--- src/rtl/grc_pkg.sv ---
// shared constants, types and command/status structs for the grid rectangle counter
package grc_pkg;

    localparam int MAX_DIM    = 256;
    localparam int DIM_W      = $clog2(MAX_DIM);
    localparam int BND_W      = DIM_W + 1;
    localparam int ADDR_W     = 2 * DIM_W;
    localparam int CNT_W      = 2 * DIM_W + 1;
    localparam int RS_W       = DIM_W + 1;
    localparam int NUM_TBL    = 3;
    localparam int TBL_CELL   = 0;
    localparam int TBL_HPAIR  = 1;
    localparam int TBL_VPAIR  = 2;
    localparam int STEP_W     = 2;
    localparam int CFG_IDX_W  = 2;

    typedef logic [STEP_W-1:0] t_step;

    localparam t_step Q_LAST = t_step'(3);

    typedef enum logic [CFG_IDX_W-1:0] {
        CFG_GRID_ROWS = 2'd0,
        CFG_GRID_COLS = 2'd1
    } t_cfg_idx;

    typedef enum logic [5:0] {
        S_IDLE  = 6'b000001,
        S_LD_RD = 6'b000010,
        S_LD_WR = 6'b000100,
        S_Q_RD  = 6'b001000,
        S_Q_ACC = 6'b010000,
        S_Q_OUT = 6'b100000
    } t_state;

    typedef struct packed {
        logic  capture;
        logic  ld_read;
        logic  ld_write;
        logic  q_read;
        t_step q_step;
        logic  out_load;
    } t_ctrl_cmd;

    typedef struct packed {
        logic in_is_query;
        logic in_err;
        logic out_free;
    } t_dp_stat;

endpackage

--- src/rtl/grc_ctrl.sv ---
// controller state machine sequencing loads and rectangle queries
module grc_ctrl (
    input  logic                i_clk,
    input  logic                i_rst_n,
    input  logic                i_in_valid,
    output logic                o_in_ready,
    input  grc_pkg::t_dp_stat   i_stat,
    output grc_pkg::t_ctrl_cmd  o_cmd
);

    import grc_pkg::*;

    t_state r_state, n_state;
    t_step  r_step, n_step;

    always_comb begin
        n_state    = r_state;
        n_step     = r_step;
        o_cmd      = '0;
        o_in_ready = 1'b0;
        unique case (r_state)
            S_IDLE: begin
                o_in_ready = 1'b1;
                if (i_in_valid) begin
                    o_cmd.capture = 1'b1;
                    if (!i_stat.in_is_query) begin
                        n_state = S_LD_RD;
                    end else if (i_stat.in_err) begin
                        n_state = S_Q_OUT;
                    end else begin
                        n_state = S_Q_RD;
                        n_step  = '0;
                    end
                end
            end
            S_LD_RD: begin
                o_cmd.ld_read = 1'b1;
                n_state       = S_LD_WR;
            end
            S_LD_WR: begin
                o_cmd.ld_write = 1'b1;
                n_state        = S_IDLE;
            end
            S_Q_RD: begin
                o_cmd.q_read = 1'b1;
                o_cmd.q_step = r_step;
                n_step       = r_step + t_step'(1);
                if (r_step == Q_LAST) begin
                    n_state = S_Q_ACC;
                end
            end
            S_Q_ACC: begin
                n_state = S_Q_OUT;
            end
            S_Q_OUT: begin
                if (i_stat.out_free) begin
                    o_cmd.out_load = 1'b1;
                    n_state        = S_IDLE;
                end
            end
            default: begin
                n_state = S_IDLE;
            end
        endcase
    end

    always_ff @(posedge i_clk) begin
        if (!i_rst_n) begin
            r_state <= S_IDLE;
            r_step  <= '0;
        end else begin
            r_state <= n_state;
            r_step  <= n_step;
        end
    end

endmodule

--- config.mk ---
export PLATFORM = sky130hd
export DESIGN_NAME = grc_ctrl
export DESIGN_NICKNAME = d
export VERILOG_FILES = /design/src/rtl/grc_pkg.sv /design/src/rtl/grc_ctrl.sv
export SDC_FILE = /design/constraint.sdc
export NUM_CORES = 1
export LEC_CHECK = 0
export BUFFER_PORTS_ARGS = -buffer_cell sky130_fd_sc_hd__buf_4
export CAP_MARGIN = 30
export CORE_MARGIN = 8
export CORE_UTILIZATION = 38
export DETAILED_ROUTE_END_ITERATION = 16
export GPL_TIMING_DRIVEN = 0
export MAX_ROUTING_LAYER = met4
export PLACE_DENSITY_LB_ADDON = 0.15
export SLEW_MARGIN = 20
export SYNTH_ARGS = -nofsm -noshare
export SYNTH_HDL_FRONTEND = slang
export SYNTH_SLANG_ARGS = --single-unit
--- constraint.sdc ---
create_clock -name i_clk -period 1.45 [get_ports i_clk]
set_input_delay 0.2175 -clock i_clk [delete_from_list [all_inputs] [get_ports i_clk]]
set_output_delay 0.2175 -clock i_clk [all_outputs]
set_load 0.005 [all_outputs]
Word-level counts from Yosys, hierarchy flattened:

Cells that the tools add are included.
Widths: inputs -> output; s select.

* add/subtract/negate cells: 1
* eq/ne operators: 12
* reductions and logical operators: 3
* muxes and demuxes: 18

Operators with widths (number)
* $mux 6: 5
* $pmux 6 s5: 1
* $ne 2x2->1 const B: 5
* $mux 1: 7
* $eq 6x1->1 const B: 1
* $eq 6x2->1 const B: 1
* $eq 6x3->1 const B: 1
* $eq 6x4->1 const B: 1
* $eq 6x5->1 const B: 1
* $eq 6x6->1 const B: 1
* $mux 2: 3
* $pmux 2 s2: 1
* $reduce_and 4->1: 1
* $mux 3: 1
* $reduce_and 3->1: 1
* $add 2x1->2 const B: 1
* $eq 2x2->1 const B: 1
* $reduce_bool 2->1: 1

* output and inout bits: 8
* input port bits: 6
* logic and storage cells: 36
* bits in registers: 8

Depth between registers and ports, before layout:

Gate-level depths: netlist (run 1).

* word-level depth: 4
* depth in mapped cells: 5
* mapped depth without buffers: 3

Least setup slack after synthesis (run 1):

Ideal clock, no wire load.

* path kind: reg2out
* from: register r_state[4]
* to: output port o_cmd[5] in the netlist's numbering
* cell stages (with the launch flop): 5
* arrival: 1085 ps
* required time: 1233 ps
* path buffers: 1
* slack: 148 ps
* cell sequence: dfxtp_1 nor4_4 nand3b_1 inv_1 buf_4

RTL lines
* start: declaration: RTL line grc_ctrl.sv:13 `t_state r_state, n_state;`
* start signal: assignment: RTL line grc_ctrl.sv:72 `r_state <= n_state;`
* end: declaration: RTL line grc_ctrl.sv:8 `output grc_pkg::t_ctrl_cmd o_cmd`

==> impl_metrics.toml, run 1 <==
[floorplan]
ios = 14
fp-row-count = 13
die_h_um = 52.3
coreArea_um2 = 1270
die-area_um2 = 2730
start_util_pct = 39.4
die_x_um = 52.3

[finish]
register_area_um2 = 178
multi_input_area_um2 = 357
fillers = 119
final_nets = 92
diodes = 0
fin_util_pct = 62.8
fin_cells = 98
drive_above_1_share_pct = 55.4
area_delta_synth_final_pct = 59.2

[timing]
max_slew_margin_pct = 79.9
fin_crit_sh_pct = 110
timing.hold.ws_ns = 0.129
skew_ns = 0.00360
rsz0062_at_grt = "yes"
slew_viol_final = 0
setup_viol = 7
clock.fmax_ghz = 0.626
hold_violations = 0
setup_ws_ns = -0.148
fin_crit_ns = 1.60
tightest_slew_ns = 0.300
fin_setup_tns_ns = -0.563

[worst_setup_path]
critPathMaxFanout = 6
end_kind = "output port"
worstSetupPathType = "reg2out"
cp.required_ns = 1.23
arrival_ns = 1.38
startpoint_type = "flop"

[cts]
root_buffer = "clkbuf_4"
cts_max_level = 1
clock-sinks = 8
cts_made_buffers = 3
cts_buffer_depth = 2
cts_tree = "yes"
clk_pin_slew_ns = 0.06
clock_latency_ns = 0.26

[yosys]
yosys-top-cells-count = "8 x dfxtp_1, 6 x nor2_1, 4 x a21oi_1, 3 x inv_1, 3 x nor3b_1"
ys_warn_count = 0
async_reset_ff_share_pct = 0
ys_types = 29
ys_ff_latch = 8
synth_edf_count = 0
yosysSeqAreaShare_pct = 32.0
yosys.cell_count.top_type = "dfxtp_1"
netlist_instances = 57
synth_nets = 64
synthTopCellsByArea = "dfxtp_1 32%, nor4b_4 4.8%, nor2_1 4.5%"
synth_top_area_cell = "dfxtp_1"
synth_area_per_cell_um2 = 8.78
synth_ff_type = "dfxtp_1"
yosysTopAreaCellShare_pct = 32.0
syn_area_um2 = 500

[outcome]
outcome = "finished, violations left"
violations = "setup timing"

[global_route]
grt_pass1_wl_mm = 2.41
first_global_vias = 523
antenna_found_initial = 0
grtUsageTotal_pct = 12.0
grt_start_max_net_pins = 9
gr-total-overflow = 0

[power_and_ir_drop]
power_density_nw_per_um2 = 729
vdd_ir_drop_max_uv = 379
power_leakage_nw = 0.359

[route]
vias_per_cell = 5.29
vias = 518
dr.pass1.iters = 4
routed_wl_mm = 1.39
postRouteAntennaNets = 0
drtIter0Drc = 9
remaining_drc_errors = 0
routedWlPerCell_um = 14.1

[placed_design]
gp_congestion = 0.663
hpwl_um = 910
io_buffers = 13
placed_cells = 85

[hold_path]
hold_class = "in2reg"

[run]
maxCapViolations = 0
==> cells in the final DEF, fill, tap and decap left out, types with 2 or more instances in the layout <==
cell type	synthesis	final
o21ai_0	2	2
nand4b_1	2	2
dfxtp_4	0	4
and2_4	1	2
nor3b_1	3	2
nand3b_1	2	2
buf_6	0	6
buf_4	1	19
a21oi_1	4	4
nor2_1	6	5
nand2_1	2	2
inv_1	3	2
clkbuf_4	0	3
a31o_2	2	2
dfxtp_2	0	2
dfxtp_1	8	2
==> area by class of cell <==
class	instances	share of cell area [%]
tap	15	2.35
timing repair buffer	25	26.4
clock buffer	3	2.83
multi-input combinational	44	44.7
inverter	3	1.41
sequential	8	22.3
==> power by group <==
part | internal (mW) | switching [mW]
Clock | 0.0951 | 0.0813
Combinational | 0.0988 | 0.0597
Sequential | 0.226 | 0.0205
Total | 0.420 | 0.162
==> timing repair <==
item                                   in CTS  in global routing
setup endpoints to repair                   9                 10
pin swaps                                   3                  7
setup buffers                               7                  5
hold buffers                                0                  0
gates resized for setup                    13                 13
endpoints found under the hold margin       0                  0
==> metal layers <==
| metal | track usage, % | vias to the layer above | share of wire [%] |
|---|---|---|---|
| li1 | - | 266 | - |
| met1 | 12.0 | 236 | 43 |
| met2 | 19.4 | 12 | 50 |
| met3 | 5.97 | 4 | 5.8 |
| met4 | 5.17 | 0 | 1.2 |
| met5 | - | - | 0 |
==> metrics by stage <==
| stage | total power [mW] | setup WS [ns] | area, um^2 |
|---|---|---|---|
| 2_1_floorplan | 0.317 | 0.148 | 500 |
| 5_1_grt | 0.619 | -0.233 | 797 |
| 4_1_cts | 0.565 | -0.132 | 721 |
| 6_report | 0.581 | -0.148 | 797 |
| 3_3_place_gp | 0.359 | -0.0857 | 617 |
| 3_5_place_dp | 0.361 | -0.0900 | 617 |
==> sequential cells by signal, indices dropped and copies added, names as in the netlist <==
signal,count
r_state,6
r_step,2
==> cells by family (layout without fill, tap and decap cells) <==
kind of cell	after synthesis	count (layout)	share of synthesized area, %
XOR/XNOR	1	1	1.75
adder cells (fa/ha/maj)	1	1	2.50
AND/OR/NAND/NOR	31	31	44.5
flip-flops	8	8	32.0
buffers and inverters	5	31	4.50
AO/OA/AOI/OAI	11	11	14.8
==> worst max-delay path: stages, from the launching register on <==
cell	delay [ns]
dfxtp_4	0.36
nor4_4	0.29
buf_4	0.19
and3_4	0.19
buf_6	0.09
==> path summary, 6_finish.rpt <==
kind         startpoint    endpoint  slack (ns)  cells past startpoint
min reg2reg   r_step[0]   r_step[0]        0.62                      2
max reg2reg  r_state[4]  r_state[0]       -0.01                      6
max          r_state[4]    o_cmd[1]       -0.15                      4
min           i_stat[2]  r_state[1]        0.13                      2
No activity file was read; power rests on OpenSTA's default activity.
==> inputs of run 2 (changes only) <==
- CTS_BUF_LIST: unset -> sky130_fd_sc_hd__clkbuf_16
- SKIP_LAST_GASP: unset -> 1
- clock period: 1.45 -> 1.5 ns (I/O delays scaled with it)
==> run 2 against run 1 <==
Net effect: the run still ends with setup timing left; worst setup slack better by 0.080 ns; non-clock buffer count fell by 2; flip-flop and latch count is the same; core utilization decreased by 1.3 points; clock power increased to 2.6 times the previous value; clock-buffer cell count stayed put; power rose by 42%; critical path type unchanged; critical endpoint unchanged.
==> impl_metrics.toml, run 2 (synthesis gave the netlist of run 1 again) <==
[timing]
setup_viol = 3
fin_crit_sh_pct = 105
setup_ws_ns = -0.0688
skew_ns = 0.000699
rsz0062_at_grt = "yes"
fin_crit_ns = 1.57
timing.hold.ws_ns = 0.168
slew_viol_final = 0
fin_setup_tns_ns = -0.152
clock.fmax_ghz = 0.637
max_slew_margin_pct = 79.2
hold_violations = 0
tightest_slew_ns = 0.312

[placed_design]
gp_congestion = 0.663
place_area_um2 = 617
hpwl_um = 910
io_buffers = 13
placed_cells = 85
place_ws_ns = -0.0475

[route]
vias = 516
drtIter0Drc = 3
remaining_drc_errors = 0
routed_wl_mm = 1.39
routedWlPerCell_um = 14.5
dr.pass1.iters = 4
postRouteAntennaNets = 0
vias_per_cell = 5.38

[finish]
diodes = 0
fin_util_pct = 61.5
largest_register_ff_count = 6
top_register = "r_state"
stdcell_area_um2 = 781
area_delta_synth_final_pct = 56.0
fillers = 121
final_common_cell = "buf_4"
fin_cells = 96
drive_above_1_share_pct = 45.7
final_nets = 90
final_cell_mix = "22 x buf_4, 6 x nor2_1, 4 x a21oi_1"
reg_top3 = "r_state x6, r_step x2"

[global_route]
first_global_vias = 529
gr-total-overflow = 0
antenna_found_initial = 0
grt_pass1_wl_mm = 2.35
grtUsageTotal_pct = 11.8
grt_start_max_net_pins = 9

[worst_setup_path]
worstSetupPathType = "reg2out"
critPathMaxFanout = 6
startpoint_type = "flop"
r2r_cells = 5
cp.required_ns = 1.27
end_kind = "output port"
crit_path_start = "r_state[5]"
arrival_ns = 1.34
worstReg2RegStart = "r_state[5]"

[power_and_ir_drop]
power_leakage_nw = 0.360
vdd_ir_drop_max_uv = 738
p_total_mw = 0.825
power_density_nw_per_um2 = 1060

[cts]
clock-sinks = 8
cts_made_buffers = 3
cts_buffer_depth = 2
clock_latency_ns = 0.23
clk_pin_slew_ns = 0.04
cts_hold_buf = 0
cts_max_level = 1
cts_tree = "yes"
root_buffer = "clkbuf_16"

[floorplan]
fp-row-count = 13
die-area_um2 = 2730
ios = 14
die_h_um = 52.3
die_x_um = 52.3
coreArea_um2 = 1270
start_util_pct = 39.4

[outcome]
violations = "setup timing"
outcome = "finished, violations left"

[hold_path]
hold_path.startpoint = "i_stat[2]"
min_path_cells = 2
hold_class = "in2reg"

[run]
maxCapViolations = 0
## run 2: routing by layer
metal	part of all wire [%]	track usage [%]	wire length, um	vias to the layer above
met5	0	-	0	-
met4	0.72	6.47	10	0
met3	6.5	5.97	90	2
met2	52	19.0	718	12
met1	41	11.4	571	242
li1	-	-	-	260
## run 2: worst paths after layout
check | endpoint | slack (ns)
worst min-delay path | r_state[1] | 0.17
worst max-delay path | o_cmd[1] | -0.07
worst max register to register | r_state[0] | 0.16
worst min register to register | r_step[0] | 0.61
## run 2: worst max-delay path, stage by stage (launching register included)
cell     delay (ns)
dfxtp_4        0.35
nor4_4         0.29
buf_4          0.19
and3_1         0.17
buf_4          0.11
## run 2: layout make-up
type | count | area, um^2 | area share, %
clock buffers | 3 | 75.1 | 9.62
inverters | 3 | 11.3 | 1.44
multi-input cells | 44 | 325 | 41.7
flip-flops and latches | 8 | 174 | 22.3
well taps | 15 | 18.8 | 2.40
repair buffers | 23 | 176 | 22.6
## run 2: what timing repair did
action,CTS,global route
pin swaps,2,1
setup buffers,7,3
gates resized for setup,9,2
endpoints found under the setup margin,6,6
## run 2: power breakdown
part	switching (mW)	leakage [nW]	total [mW]	internal [mW]
Clock	0.105	0.0370	0.449	0.344
Sequential	0.0175	0.0675	0.238	0.221
Combinational	0.0546	0.255	0.138	0.0832
==> inputs of run 3 (changes only) <==
- MAX_ROUTING_LAYER: met4 -> unset
- SKIP_CTS_REPAIR_TIMING: unset -> 1
==> run 3 against run 2 <==
Net effect: the flow still finishes with violations (setup timing); highest routed layer unchanged; first-iteration DRC count rose to 4.0 times the previous value; core utilization increased by 0.20 points; largest power group unchanged; sequential power is essentially flat; fmax shrank 6.0%; register-to-register slack lost 0.06 ns; power decreased by 0.78%; combinational power is 8% lower; wire length is 2.3% lower; worst setup slack worse by 0.10 ns; clock skew increased by 0.0012 ns.
==> impl_metrics.toml, run 3 (synthesis gave the netlist of run 1 again) <==
[outcome]
outcome = "finished, violations left"
violations = "setup timing"

[cts]
cts_made_buffers = 3
cts_max_level = 1
cts_tree = "yes"
root_buffer = "clkbuf_16"
clk_pin_slew_ns = 0.04
clock_latency_ns = 0.23
clock-sinks = 8
cts_buffer_depth = 2

[timing]
clock.fmax_ghz = 0.599
setup_viol = 6
fin_setup_tns_ns = -0.612
rsz0062_at_grt = "yes"
fin_crit_ns = 1.67
slew_viol_final = 0
max_slew_margin_pct = 73.7
setup_ws_ns = -0.169
timing.hold.ws_ns = 0.175
fin_crit_sh_pct = 111
tightest_slew_ns = 0.394
skew_ns = 0.00188
hold_violations = 0

[worst_setup_path]
end_kind = "output port"
critPathMaxFanout = 5
worstReg2RegStart = "r_state[2]"
worstSetupPathType = "reg2out"
arrival_ns = 1.44
crit_path_start = "r_state[2]"
cp.required_ns = 1.27
startpoint_type = "flop"

[power_and_ir_drop]
power_density_nw_per_um2 = 1050
p_total_mw = 0.819
vdd_ir_drop_max_uv = 723
power_leakage_nw = 0.357

[finish]
reg_top3 = "r_state x6, r_step x2"
final_nets = 89
final_cell_mix = "20 x buf_4, 6 x nor2_1, 4 x a21oi_1, 4 x dfxtp_1"
drive_above_1_share_pct = 46.3
stdcell_area_um2 = 783
area_delta_synth_final_pct = 56.5
multi_input_area_um2 = 335
register_area_um2 = 170
final_common_cell = "buf_4"
fillers = 116
top_register = "r_state"
largest_register_ff_count = 6
fin_cells = 95
diodes = 0
fin_util_pct = 61.7

[global_route]
grt_pass1_wl_mm = 2.08
gr-total-overflow = 0
first_global_vias = 477
grt_start_max_net_pins = 10
antenna_found_initial = 0
grtUsageTotal_pct = 10.3

[route]
vias_per_cell = 5.35
postRouteAntennaNets = 0
routed_wl_mm = 1.36
remaining_drc_errors = 0
highest_layer = "met4"
wl_met2_um = 685
dr.pass1.iters = 4
vias = 508
drtIter0Drc = 12
drt-met1-wl_um = 560
routedWlPerCell_um = 14.3
wl_met3_um = 103

[placed_design]
place_ws_ns = -0.0475
hpwl_um = 910
io_buffers = 13
placed_cells = 85
place_area_um2 = 617
gp_congestion = 0.657

[floorplan]
die_h_um = 52.3
coreArea_um2 = 1270
die_x_um = 52.3
ios = 14
start_util_pct = 39.4
die-area_um2 = 2730
fp-row-count = 13

[hold_path]
hold_class = "in2reg"
hold_path.startpoint = "i_stat[2]"

[run]
maxCapViolations = 0
[run 3: report_power, final]
| group | switching, mW | leakage, nW | internal, mW |
|---|---|---|---|
| combinational | 0.0516 | 0.254 | 0.0753 |
| clock | 0.109 | 0.0370 | 0.344 |
| sequential | 0.0194 | 0.0668 | 0.219 |
[run 3: per-layer routing]
layer	GRT usage [%]	up-vias
met2	15.8	16
met4	6.47	0
met3	5.97	2
met5	0	-
met1	10.6	232
li1	-	258
[run 3: critical path, stage by stage, from the launching register on]
cell and delay [ns]:
dfxtp_4 0.35, nor4_4 0.41, buf_4 0.19, and3_4 0.18, buf_6 0.09
[run 3: layout make-up]
class,instances,share of cell area (%)
Timing Repair Buffer,22,22.0
Clock buffer,3,9.58
Inverter,3,1.44
Multi-Input combinational cell,44,42.8
Sequential cell,8,21.7
Tap cell,15,2.40
[run 3: path summary, 6_finish.rpt]
check,to,depth (start not counted),slack [ns]
min reg2reg,r_state[3],3,0.61
max reg2reg,r_step[0],4,0.10
min,r_state[1],2,0.17
max,o_cmd[1],4,-0.17
